<file path="src/zrv_pkg.sv">
// Shared types and constants for the zero-run visibility row decoder.
`default_nettype none
package zrv_pkg;

  localparam int LEAF_W  = 13;
  localparam int ROW_W   = 10;
  localparam int WORD_W  = 64;
  localparam int LANES   = 8;
  localparam int FILL_W  = 3;
  localparam int CNT_W   = 4;
  localparam int ADDR_W  = 3;
  localparam int RESULT_CAP_LEAVES = 4096;
  localparam logic [7:0] ALL_ONES_BYTE = 8'hff;
  localparam logic [ADDR_W-1:0] REG_LEAF_COUNT = 3'd0;

  typedef enum logic {
    ST_IDLE,
    ST_RUN
  } zrv_state_t;

  typedef struct packed {
    logic load;
    logic step;
  } zrv_cmd_t;

  typedef struct packed {
    logic run_zero;
    logic last_chunk;
    logic slot_free;
  } zrv_status_t;

endpackage
`default_nettype wire

</file>
<file path="src/zrv_if.sv">
// Valid/ready channel interfaces for compressed input beats and result beats.
`default_nettype none
interface zrv_in_if;
  logic       valid;
  logic       ready;
  logic [7:0] data_byte;
  logic       no_vis;

  modport source (output valid, data_byte, no_vis, input ready);
  modport sink   (input valid, data_byte, no_vis, output ready);
endinterface

interface zrv_out_if;
  logic        valid;
  logic        ready;
  logic [63:0] row_word;
  logic [3:0]  byte_count;
  logic        row_done;
  logic        overrun;

  modport source (output valid, row_word, byte_count, row_done, overrun, input ready);
  modport sink   (input valid, row_word, byte_count, row_done, overrun, output ready);
endinterface
`default_nettype wire

</file>
<file path="src/zrv_ctrl.sv">
// Controller: accepts one input beat, then steps the datapath through its run.
`default_nettype none
module zrv_ctrl
  import zrv_pkg::*;
(
  input  wire logic        clk,
  input  wire logic        rst_n,
  input  wire logic        in_valid,
  output logic             in_ready,
  input  zrv_status_t      status,
  output zrv_cmd_t         cmd
);

  zrv_state_t state_r;
  zrv_state_t state_nxt;

  always_ff @(posedge clk) begin
    if (!rst_n) begin
      state_r <= ST_IDLE;
    end else begin
      state_r <= state_nxt;
    end
  end

  always_comb begin
    state_nxt = state_r;
    case (state_r)
      ST_IDLE: begin
        if (in_valid) begin
          state_nxt = ST_RUN;
        end
      end
      ST_RUN: begin
        if (status.run_zero) begin
          state_nxt = ST_IDLE;
        end else if (status.slot_free && status.last_chunk) begin
          state_nxt = ST_IDLE;
        end
      end
      default: state_nxt = ST_IDLE;
    endcase
  end

  always_comb begin
    in_ready = 1'b0;
    cmd      = '0;
    case (state_r)
      ST_IDLE: begin
        in_ready = 1'b1;
        cmd.load = in_valid;
      end
      ST_RUN: begin
        cmd.step = !status.run_zero && status.slot_free;
      end
      default: begin
        in_ready = 1'b0;
      end
    endcase
  end

endmodule
`default_nettype wire

</file>
<file path="src/zrv_dpath.sv">
// Datapath: run setup, byte-lane packing, row position and the result register.
`default_nettype none
module zrv_dpath
  import zrv_pkg::*;
(
  input  wire logic             clk,
  input  wire logic             rst_n,
  input  zrv_cmd_t              cmd,
  input  wire logic             clear,
  input  wire logic [ROW_W-1:0] row_len,
  input  wire logic [7:0]       data_byte,
  input  wire logic             no_vis,
  output zrv_status_t           status,
  zrv_out_if.source             out_bus
);

  logic              await_r,  await_nxt;
  logic [ROW_W-1:0]  done_r,   done_nxt;
  logic [WORD_W-1:0] buf_r,    buf_nxt;
  logic [FILL_W-1:0] fill_r,   fill_nxt;
  logic [ROW_W-1:0]  run_r,    run_nxt;
  logic [7:0]        val_r,    val_nxt;
  logic              cut_r,    cut_nxt;
  logic              ovld_r,   ovld_nxt;
  logic [WORD_W-1:0] oword_r,  oword_nxt;
  logic [CNT_W-1:0]  ocnt_r,   ocnt_nxt;
  logic              odone_r,  odone_nxt;
  logic              oover_r,  oover_nxt;

  logic [CNT_W-1:0]  space;
  logic [ROW_W-1:0]  row_left;
  logic [CNT_W-1:0]  k_run;
  logic [CNT_W-1:0]  k;
  logic [CNT_W:0]    lane_end;
  logic [WORD_W-1:0] word;
  logic [CNT_W-1:0]  new_fill;
  logic [ROW_W-1:0]  done_sum;
  logic              row_end;
  logic              emit;

  assign space    = CNT_W'(LANES) - {1'b0, fill_r};
  assign row_left = row_len - done_r;
  assign k_run    = (run_r < ROW_W'(space)) ? run_r[CNT_W-1:0] : space;
  assign k        = (row_left < ROW_W'(k_run)) ? row_left[CNT_W-1:0] : k_run;
  assign lane_end = {2'b00, fill_r} + {1'b0, k};
  assign new_fill = {1'b0, fill_r} + k;
  assign done_sum = done_r + ROW_W'(k);
  assign row_end  = (done_sum == row_len);
  assign emit     = (new_fill == CNT_W'(LANES)) || row_end;

  always_comb begin
    word = buf_r;
    for (int j = 0; j < LANES; j++) begin
      if ((CNT_W'(j) >= {1'b0, fill_r}) && ((CNT_W+1)'(j) < lane_end)) begin
        word[j*8 +: 8] = val_r;
      end
    end
  end

  assign status.run_zero   = (run_r == '0);
  assign status.last_chunk = (run_r == ROW_W'(k));
  assign status.slot_free  = !ovld_r || out_bus.ready;

  always_comb begin
    await_nxt = await_r;
    done_nxt  = done_r;
    buf_nxt   = buf_r;
    fill_nxt  = fill_r;
    run_nxt   = run_r;
    val_nxt   = val_r;
    cut_nxt   = cut_r;
    ovld_nxt  = ovld_r && !out_bus.ready;
    oword_nxt = oword_r;
    ocnt_nxt  = ocnt_r;
    odone_nxt = odone_r;
    oover_nxt = oover_r;

    if (clear) begin
      await_nxt = 1'b0;
      done_nxt  = '0;
      buf_nxt   = '0;
      fill_nxt  = '0;
      run_nxt   = '0;
    end else if (cmd.load) begin
      cut_nxt = 1'b0;
      if (no_vis) begin
        await_nxt = 1'b0;
        done_nxt  = '0;
        buf_nxt   = '0;
        fill_nxt  = '0;
        run_nxt   = row_len;
        val_nxt   = ALL_ONES_BYTE;
      end else if (await_r) begin
        await_nxt = 1'b0;
        val_nxt   = 8'h00;
        if (ROW_W'(data_byte) > row_left) begin
          run_nxt = row_left;
          cut_nxt = 1'b1;
        end else begin
          run_nxt = ROW_W'(data_byte);
        end
      end else if (data_byte != 8'h00) begin
        run_nxt = ROW_W'(1);
        val_nxt = data_byte;
      end else begin
        await_nxt = 1'b1;
        run_nxt   = '0;
      end
    end else if (cmd.step) begin
      run_nxt = run_r - ROW_W'(k);
      if (emit) begin
        ovld_nxt  = 1'b1;
        oword_nxt = word;
        ocnt_nxt  = new_fill;
        odone_nxt = row_end;
        oover_nxt = row_end && cut_r;
        buf_nxt   = '0;
        fill_nxt  = '0;
        done_nxt  = row_end ? '0 : done_sum;
      end else begin
        buf_nxt  = word;
        fill_nxt = new_fill[FILL_W-1:0];
        done_nxt = done_sum;
      end
    end
  end

  always_ff @(posedge clk) begin
    if (!rst_n) begin
      await_r <= 1'b0;
      done_r  <= '0;
      buf_r   <= '0;
      fill_r  <= '0;
      run_r   <= '0;
      ovld_r  <= 1'b0;
    end else begin
      await_r <= await_nxt;
      done_r  <= done_nxt;
      buf_r   <= buf_nxt;
      fill_r  <= fill_nxt;
      run_r   <= run_nxt;
      ovld_r  <= ovld_nxt;
    end
  end

  always_ff @(posedge clk) begin
    val_r   <= val_nxt;
    cut_r   <= cut_nxt;
    oword_r <= oword_nxt;
    ocnt_r  <= ocnt_nxt;
    odone_r <= odone_nxt;
    oover_r <= oover_nxt;
  end

  assign out_bus.valid      = ovld_r;
  assign out_bus.row_word   = oword_r;
  assign out_bus.byte_count = ocnt_r;
  assign out_bus.row_done   = odone_r;
  assign out_bus.overrun    = oover_r;

endmodule
`default_nettype wire

</file>
<file path="src/zero_run_visibility_decoder.sv">
// Zero-run visibility row decoder top level: config register and module wiring.
//
// Input channel in_bus carries one compressed byte per beat (data_byte, no_vis).
// A nonzero byte is a literal, a zero byte is a marker whose following byte is a
// zero-run count, and no_vis emits a full row of 0xff. Result beats on out_bus
// carry up to eight decoded bytes (low byte first), the valid byte count, a
// row-end mark and an overrun mark for a run cut off at the row end.
// Timing: a beat is taken in the idle state, then its bytes are packed up to eight
// per cycle, limited by the free lanes of the packing word and the row end.
// A literal or marker beat is loaded, then passes through the run state; a
// run or no_vis beat is loaded, then packed chunk by chunk (a run of zero
// still passes through the run state); a row is at most 512 bytes. A result
// appears in the output register the cycle after the chunk that closes its
// word and is held there; no chunk advances while the register is full and
// not taken, but the next input beat is taken while a result waits.
// Reset (rst_n low, synchronous) empties the row in progress and the output
// register and sets leaf_count to 1. Writing leaf_count (APB, any address with
// paddr[2] low) drops the row in progress without output.
`default_nettype none
module zero_run_visibility_decoder
  import zrv_pkg::*;
#(
  parameter int MAX_LEAVES = 4096
) (
  input  wire logic              clk,
  input  wire logic              rst_n,
  zrv_in_if.sink                 in_bus,
  zrv_out_if.source              out_bus,
  input  wire logic              cfg_psel,
  input  wire logic              cfg_penable,
  input  wire logic              cfg_pwrite,
  input  wire logic [ADDR_W-1:0] cfg_paddr,
  input  wire logic [31:0]       cfg_pwdata,
  output logic [31:0]            cfg_prdata,
  output logic                   cfg_pready
);

  localparam int LEAF_LIMIT =
    (MAX_LEAVES < RESULT_CAP_LEAVES) ? MAX_LEAVES : RESULT_CAP_LEAVES;

  logic [LEAF_W-1:0] leaf_count_r, leaf_count_nxt;
  logic              cfg_wr;
  logic [LEAF_W-1:0] leaves;
  logic [LEAF_W-1:0] leaves_rnd;
  logic [ROW_W-1:0]  row_len;
  zrv_cmd_t          cmd;
  zrv_status_t       status;

  assign cfg_pready = 1'b1;
  assign cfg_wr     = cfg_psel && cfg_penable && cfg_pwrite &&
                      (cfg_paddr[ADDR_W-1] == REG_LEAF_COUNT[ADDR_W-1]);
  assign cfg_prdata = (cfg_paddr[ADDR_W-1] == REG_LEAF_COUNT[ADDR_W-1]) ?
                      {{(32-LEAF_W){1'b0}}, leaf_count_r} : 32'h0;

  assign leaf_count_nxt = cfg_wr ? cfg_pwdata[LEAF_W-1:0] : leaf_count_r;

  always_ff @(posedge clk) begin
    if (!rst_n) begin
      leaf_count_r <= LEAF_W'(1);
    end else begin
      leaf_count_r <= leaf_count_nxt;
    end
  end

  always_comb begin
    if (leaf_count_r == '0) begin
      leaves = LEAF_W'(1);
    end else if (leaf_count_r > LEAF_W'(LEAF_LIMIT)) begin
      leaves = LEAF_W'(LEAF_LIMIT);
    end else begin
      leaves = leaf_count_r;
    end
  end

  assign leaves_rnd = leaves + LEAF_W'(7);
  assign row_len    = leaves_rnd[LEAF_W-1:3];

  zrv_ctrl u_ctrl (
    .clk      (clk),
    .rst_n    (rst_n),
    .in_valid (in_bus.valid),
    .in_ready (in_bus.ready),
    .status   (status),
    .cmd      (cmd)
  );

  zrv_dpath u_dpath (
    .clk       (clk),
    .rst_n     (rst_n),
    .cmd       (cmd),
    .clear     (cfg_wr),
    .row_len   (row_len),
    .data_byte (in_bus.data_byte),
    .no_vis    (in_bus.no_vis),
    .status    (status),
    .out_bus   (out_bus)
  );

endmodule
`default_nettype wire
</file>
<file path="src/flat_wrapper.sv">
// flat-port wrapper written by rule: the top's interface ports become plain ports
module zero_run_visibility_decoder_flat import zrv_pkg::*;
#(
  parameter int MAX_LEAVES = 4096
)
  (clk, rst_n, cfg_psel, cfg_penable, cfg_pwrite, cfg_paddr, cfg_pwdata, cfg_prdata, cfg_pready, in_bus_valid, in_bus_data_byte, in_bus_no_vis, in_bus_ready, out_bus_valid, out_bus_row_word, out_bus_byte_count, out_bus_row_done, out_bus_overrun, out_bus_ready);
  zrv_in_if in_bus_i ();
  zrv_out_if out_bus_i ();
  input  wire logic clk;
  input  wire logic rst_n;
  input  wire logic cfg_psel;
  input  wire logic cfg_penable;
  input  wire logic cfg_pwrite;
  input  wire logic [ADDR_W-1:0] cfg_paddr;
  input  wire logic [31:0] cfg_pwdata;
  output logic [31:0] cfg_prdata;
  output logic cfg_pready;
  input wire logic [$bits(in_bus_i.valid)-1:0] in_bus_valid;
  input wire logic [$bits(in_bus_i.data_byte)-1:0] in_bus_data_byte;
  input wire logic [$bits(in_bus_i.no_vis)-1:0] in_bus_no_vis;
  output wire logic [$bits(in_bus_i.ready)-1:0] in_bus_ready;
  output wire logic [$bits(out_bus_i.valid)-1:0] out_bus_valid;
  output wire logic [$bits(out_bus_i.row_word)-1:0] out_bus_row_word;
  output wire logic [$bits(out_bus_i.byte_count)-1:0] out_bus_byte_count;
  output wire logic [$bits(out_bus_i.row_done)-1:0] out_bus_row_done;
  output wire logic [$bits(out_bus_i.overrun)-1:0] out_bus_overrun;
  input wire logic [$bits(out_bus_i.ready)-1:0] out_bus_ready;
  assign in_bus_i.valid = in_bus_valid;
  assign in_bus_i.data_byte = in_bus_data_byte;
  assign in_bus_i.no_vis = in_bus_no_vis;
  assign in_bus_ready = in_bus_i.ready;
  assign out_bus_valid = out_bus_i.valid;
  assign out_bus_row_word = out_bus_i.row_word;
  assign out_bus_byte_count = out_bus_i.byte_count;
  assign out_bus_row_done = out_bus_i.row_done;
  assign out_bus_overrun = out_bus_i.overrun;
  assign out_bus_i.ready = out_bus_ready;
  zero_run_visibility_decoder #(.MAX_LEAVES(MAX_LEAVES)) u_core (.clk(clk), .rst_n(rst_n), .in_bus(in_bus_i), .out_bus(out_bus_i), .cfg_psel(cfg_psel), .cfg_penable(cfg_penable), .cfg_pwrite(cfg_pwrite), .cfg_paddr(cfg_paddr), .cfg_pwdata(cfg_pwdata), .cfg_prdata(cfg_prdata), .cfg_pready(cfg_pready));
endmodule
</file>
<file path="config.mk">
export PLATFORM = sky130hd
export DESIGN_NAME = zero_run_visibility_decoder_flat
export DESIGN_NICKNAME = d
export VERILOG_FILES = /design/src/zrv_pkg.sv /design/src/zrv_if.sv /design/src/zrv_ctrl.sv /design/src/zrv_dpath.sv /design/src/zero_run_visibility_decoder.sv /design/src/flat_wrapper.sv
export SDC_FILE = /design/constraint.sdc
export NUM_CORES = 1
export LEC_CHECK = 0
export BUFFER_PORTS_ARGS = -buffer_cell sky130_fd_sc_hd__buf_2
export CAP_MARGIN = 20
export CORE_UTILIZATION = 40
export DETAILED_ROUTE_END_ITERATION = 6
export GPL_TIMING_DRIVEN = 0
export MAX_ROUTING_LAYER = met4
export PLACE_DENSITY = 0.58
export SLEW_MARGIN = 20
export SYNTH_ARGS = -nofsm -noshare
export SYNTH_HDL_FRONTEND = slang
export SYNTH_SLANG_ARGS = --single-unit
</file>
<file path="constraint.sdc">
create_clock -name clk -period 27.1 [get_ports clk]
set_input_delay 4.065 -clock clk [delete_from_list [all_inputs] [get_ports clk]]
set_output_delay 4.065 -clock clk [all_outputs]
set_load 0.005 [all_outputs]
</file>
==> results.yml <==
clocking:
  cts_hold_buf: 0
  cts_max_level: 4
  postCtsSetupBuffers: 0
  cts_resized: 0
  insertion_delay_ps: 440
  tritoncts: "yes"
  cts_buffers: 17
  clock_sinks: 182
  root_buffer: "clkbuf_16"
  clk_pin_slew_ps: 80
  cts.path.max_buffers: 2
synthesis:
  synth_area_um2: 9470
  synth_edf_count: 79
  yosysTopAreaCell: "edfxtp_1"
  ys.flop_type: "dfxtp_1"
  synthTopCellsByArea: "edfxtp_1 (25%), dfxtp_1 (22%), mux2_2 (6.7%)"
  ys_types: 74
  synth_top_area_share: 0.251
  yosysWarnings: 0
  syn_inst: 913
  synth_top_cells_by_count: "dfxtp_1 (103), nand2_1 (94), edfxtp_1 (79), nor2_1 (58), mux2_2 (56)"
  synth_area_per_cell_um2: 10.4
  yosysMostFrequentCell: "dfxtp_1"
  ys_seq_area_frac: 0.468
  synth-seq-cells: 182
  async_reset_ff_frac: 0
placed_design:
  place_area_um2: 10600
  dp_hpwl_um: 18400
  post-place-ws_ps: 18180
  routabilityCongestion: 0.895
  port_buffers: 114
timing:
  skew_ps: 17.7
  max_freq_ghz: 0.110
  hold_viol_final: 0
  grt_setup_unrepaired: "no"
  fin_crit_sh: 0.336
  setup_viol: 0
  fin_crit_ps: 9100
  setup_ws_ps: 18000
  fin_tns_setup_ps: 0
  worst_slew_pin_slew_ps: 993
  drv_slew: 0
  slew-limit-headroom: 0.337
critical_path:
  arrival_ps: 9470
  critPathTopFamily: "compound AO/OA/AOI/OAI gates"
  critPathBufInv: 4
  r2r_end: "u_core.u_dpath.buf_r[44]"
  crit_path_start_kind: "flip-flop"
  cp_data_required_time_ps: 27470
  r2r_cells: 29
  crit_fanout: 10
  crit_type: "reg -> reg"
  crit_path_max_incr_delay_ps: 860
  ff2ff_setup_slack_ps: 18000
  crit-reg2reg-launch: "u_core.leaf_count_r[5]"
  slowest_stage: "a21boi_1"
  cp-end-kind: "flip-flop"
hold_path:
  hp-start: "u_core.u_dpath.buf_r[14]"
  hp-class: "reg -> reg"
  hold_depth: 1
  min_to: "u_core.u_dpath.buf_r[14]"
floorplanning:
  core_region_area_um2: 22900
  dieArea_um2: 24300
  io_pins: 156
  die_h_um: 156
  start_util: 0.413
  die_w_um: 156
  rows: 55
global_route:
  grt.total_usage: 0.211
  overflow: 0
  grt_first_pass_wirelength_um: 38300
  grt_antenna_before_repair: 0
  first_global_vias: 6888
  grt_max_degree: 21
final_layout:
  drive_gt1_frac: 0.234
  antenna_cells: 0
  final_nets: 1166
  multi_input_area_um2: 4600
  fin_area_um2: 11200
  seqCellArea_um2: 4430
  areaGrowthSynthToFinish_pct: 18.1
  fillerInstances: 2195
power:
  leakage_uw: 0.00445
  power_density_nw_per_um2: 164
  ir_drop_mv: 0.0646
drt:
  wl_per_cell_um: 17.5
  antenna_left: 0
  drtPass1Iterations: 5
  vias_per_cell: 5.26
  drc_errors: 0
  routed_wl_um: 24500
  vias: 7362
  drt_iter0_markers: 484
run:
  maxCapViolations: 0
outcome:
  status: "finished clean"
[worst reg2reg max path, delay by kind of cell, from the launching register on]
| kind | cells | cell delay (ps) |
|---|---|---|
| compound gates | 11 | 3050 |
| xor+xnor | 2 | 520 |
| fa+ha+maj | 3 | 1000 |
| buf+inv | 4 | 1020 |
| flops | 1 | 300 |
| mux | 1 | 760 |
| simple gates | 8 | 2400 |
[state kept, by name (all words and copies together), names as in the netlist, 3 cells and up]
name and count:
u_core.u_dpath.buf_r 64, u_core.u_dpath.out_bus.row_word 64, u_core.leaf_count_r 13, u_core.u_dpath.done_r 10, u_core.u_dpath.run_r 10, u_core.u_dpath.val_r 8
u_core.u_dpath.out_bus.byte_count 4, u_core.u_dpath.fill_r 3
[layout by cell type, fill, tap and decap left out, types with 24 or more instances in the layout]
| master | count |
|---|---|
| a21oi_1 | 29 |
| buf_2 | 121 |
| ha_1 | 38 |
| nor2_1 | 58 |
| edfxtp_1 | 79 |
| dfxtp_1 | 103 |
| inv_1 | 38 |
| a22o_1 | 26 |
| buf_4 | 26 |
| xnor2_1 | 24 |
| clkbuf_1 | 41 |
| mux2_2 | 56 |
| nand2_1 | 94 |
[layer usage]
layer  global-route usage  up-vias  wire length (um)
li1                     -     3639                 -
met1                0.279     3505             11400
met2                0.339      197             11700
met3               0.0272       21               997
met4               0.0574        0               395
met5                    -        -                 0
[how the worst max path moves through the flow]
stage                            from                              endpoint  slack, ps  cells after the start
6_report       u_core.leaf_count_r[5]              u_core.u_dpath.buf_r[44]      18000                     29
3_5_place_dp   u_core.leaf_count_r[5]              u_core.u_dpath.buf_r[44]      18180                     29
5_1_grt        u_core.leaf_count_r[5]              u_core.u_dpath.buf_r[47]      17240                     29
3_3_place_gp   u_core.leaf_count_r[5]    u_core.u_dpath.out_bus.row_word[5]      11210                     25
4_1_cts        u_core.leaf_count_r[5]              u_core.u_dpath.buf_r[44]      18130                     29
2_1_floorplan  u_core.leaf_count_r[5]  u_core.u_dpath.out_bus.byte_count[0]      15820                     23
[cells by family after synthesis]
logic type      after synthesis  synth area share
flops                       182             0.468
simple gates                256             0.129
compound gates              218             0.176
mux                          65            0.0761
other cells                   2          0.000793
fa+ha+maj                    42            0.0587
buf+inv                     109            0.0539
xor+xnor                     39            0.0369
[cell type report]
type	count	area share
sequential	182	0.396
inverter	39	0.0131
clock inverter	15	0.0155
clock buffer	17	0.0380
buffer	70	0.0326
multi-input combinational	640	0.411
tap	313	0.0350
timing repair buffer	123	0.0578
[report_power, final]
part | switching [uW] | internal (uW) | leakage [uW]
Combinational | 611 | 460 | 0.00259
Sequential | 45.3 | 470 | 0.00156
Clock | 121 | 124 | 0.000291
Total | 777 | 1050 | 0.00445
[metrics by stage]
step                instances  hold slack (ps)  total power (uW)  utilization
detailed placement       1367              451              1590        0.462
finish                   1399              473              1830        0.488
global route             1399              481              1960        0.488
CTS                      1399              474              1840        0.488
global placement         1358              450              1580        0.458
floorplan                 931              437              1280            -
No activity file was read; power rests on OpenSTA's default activity.
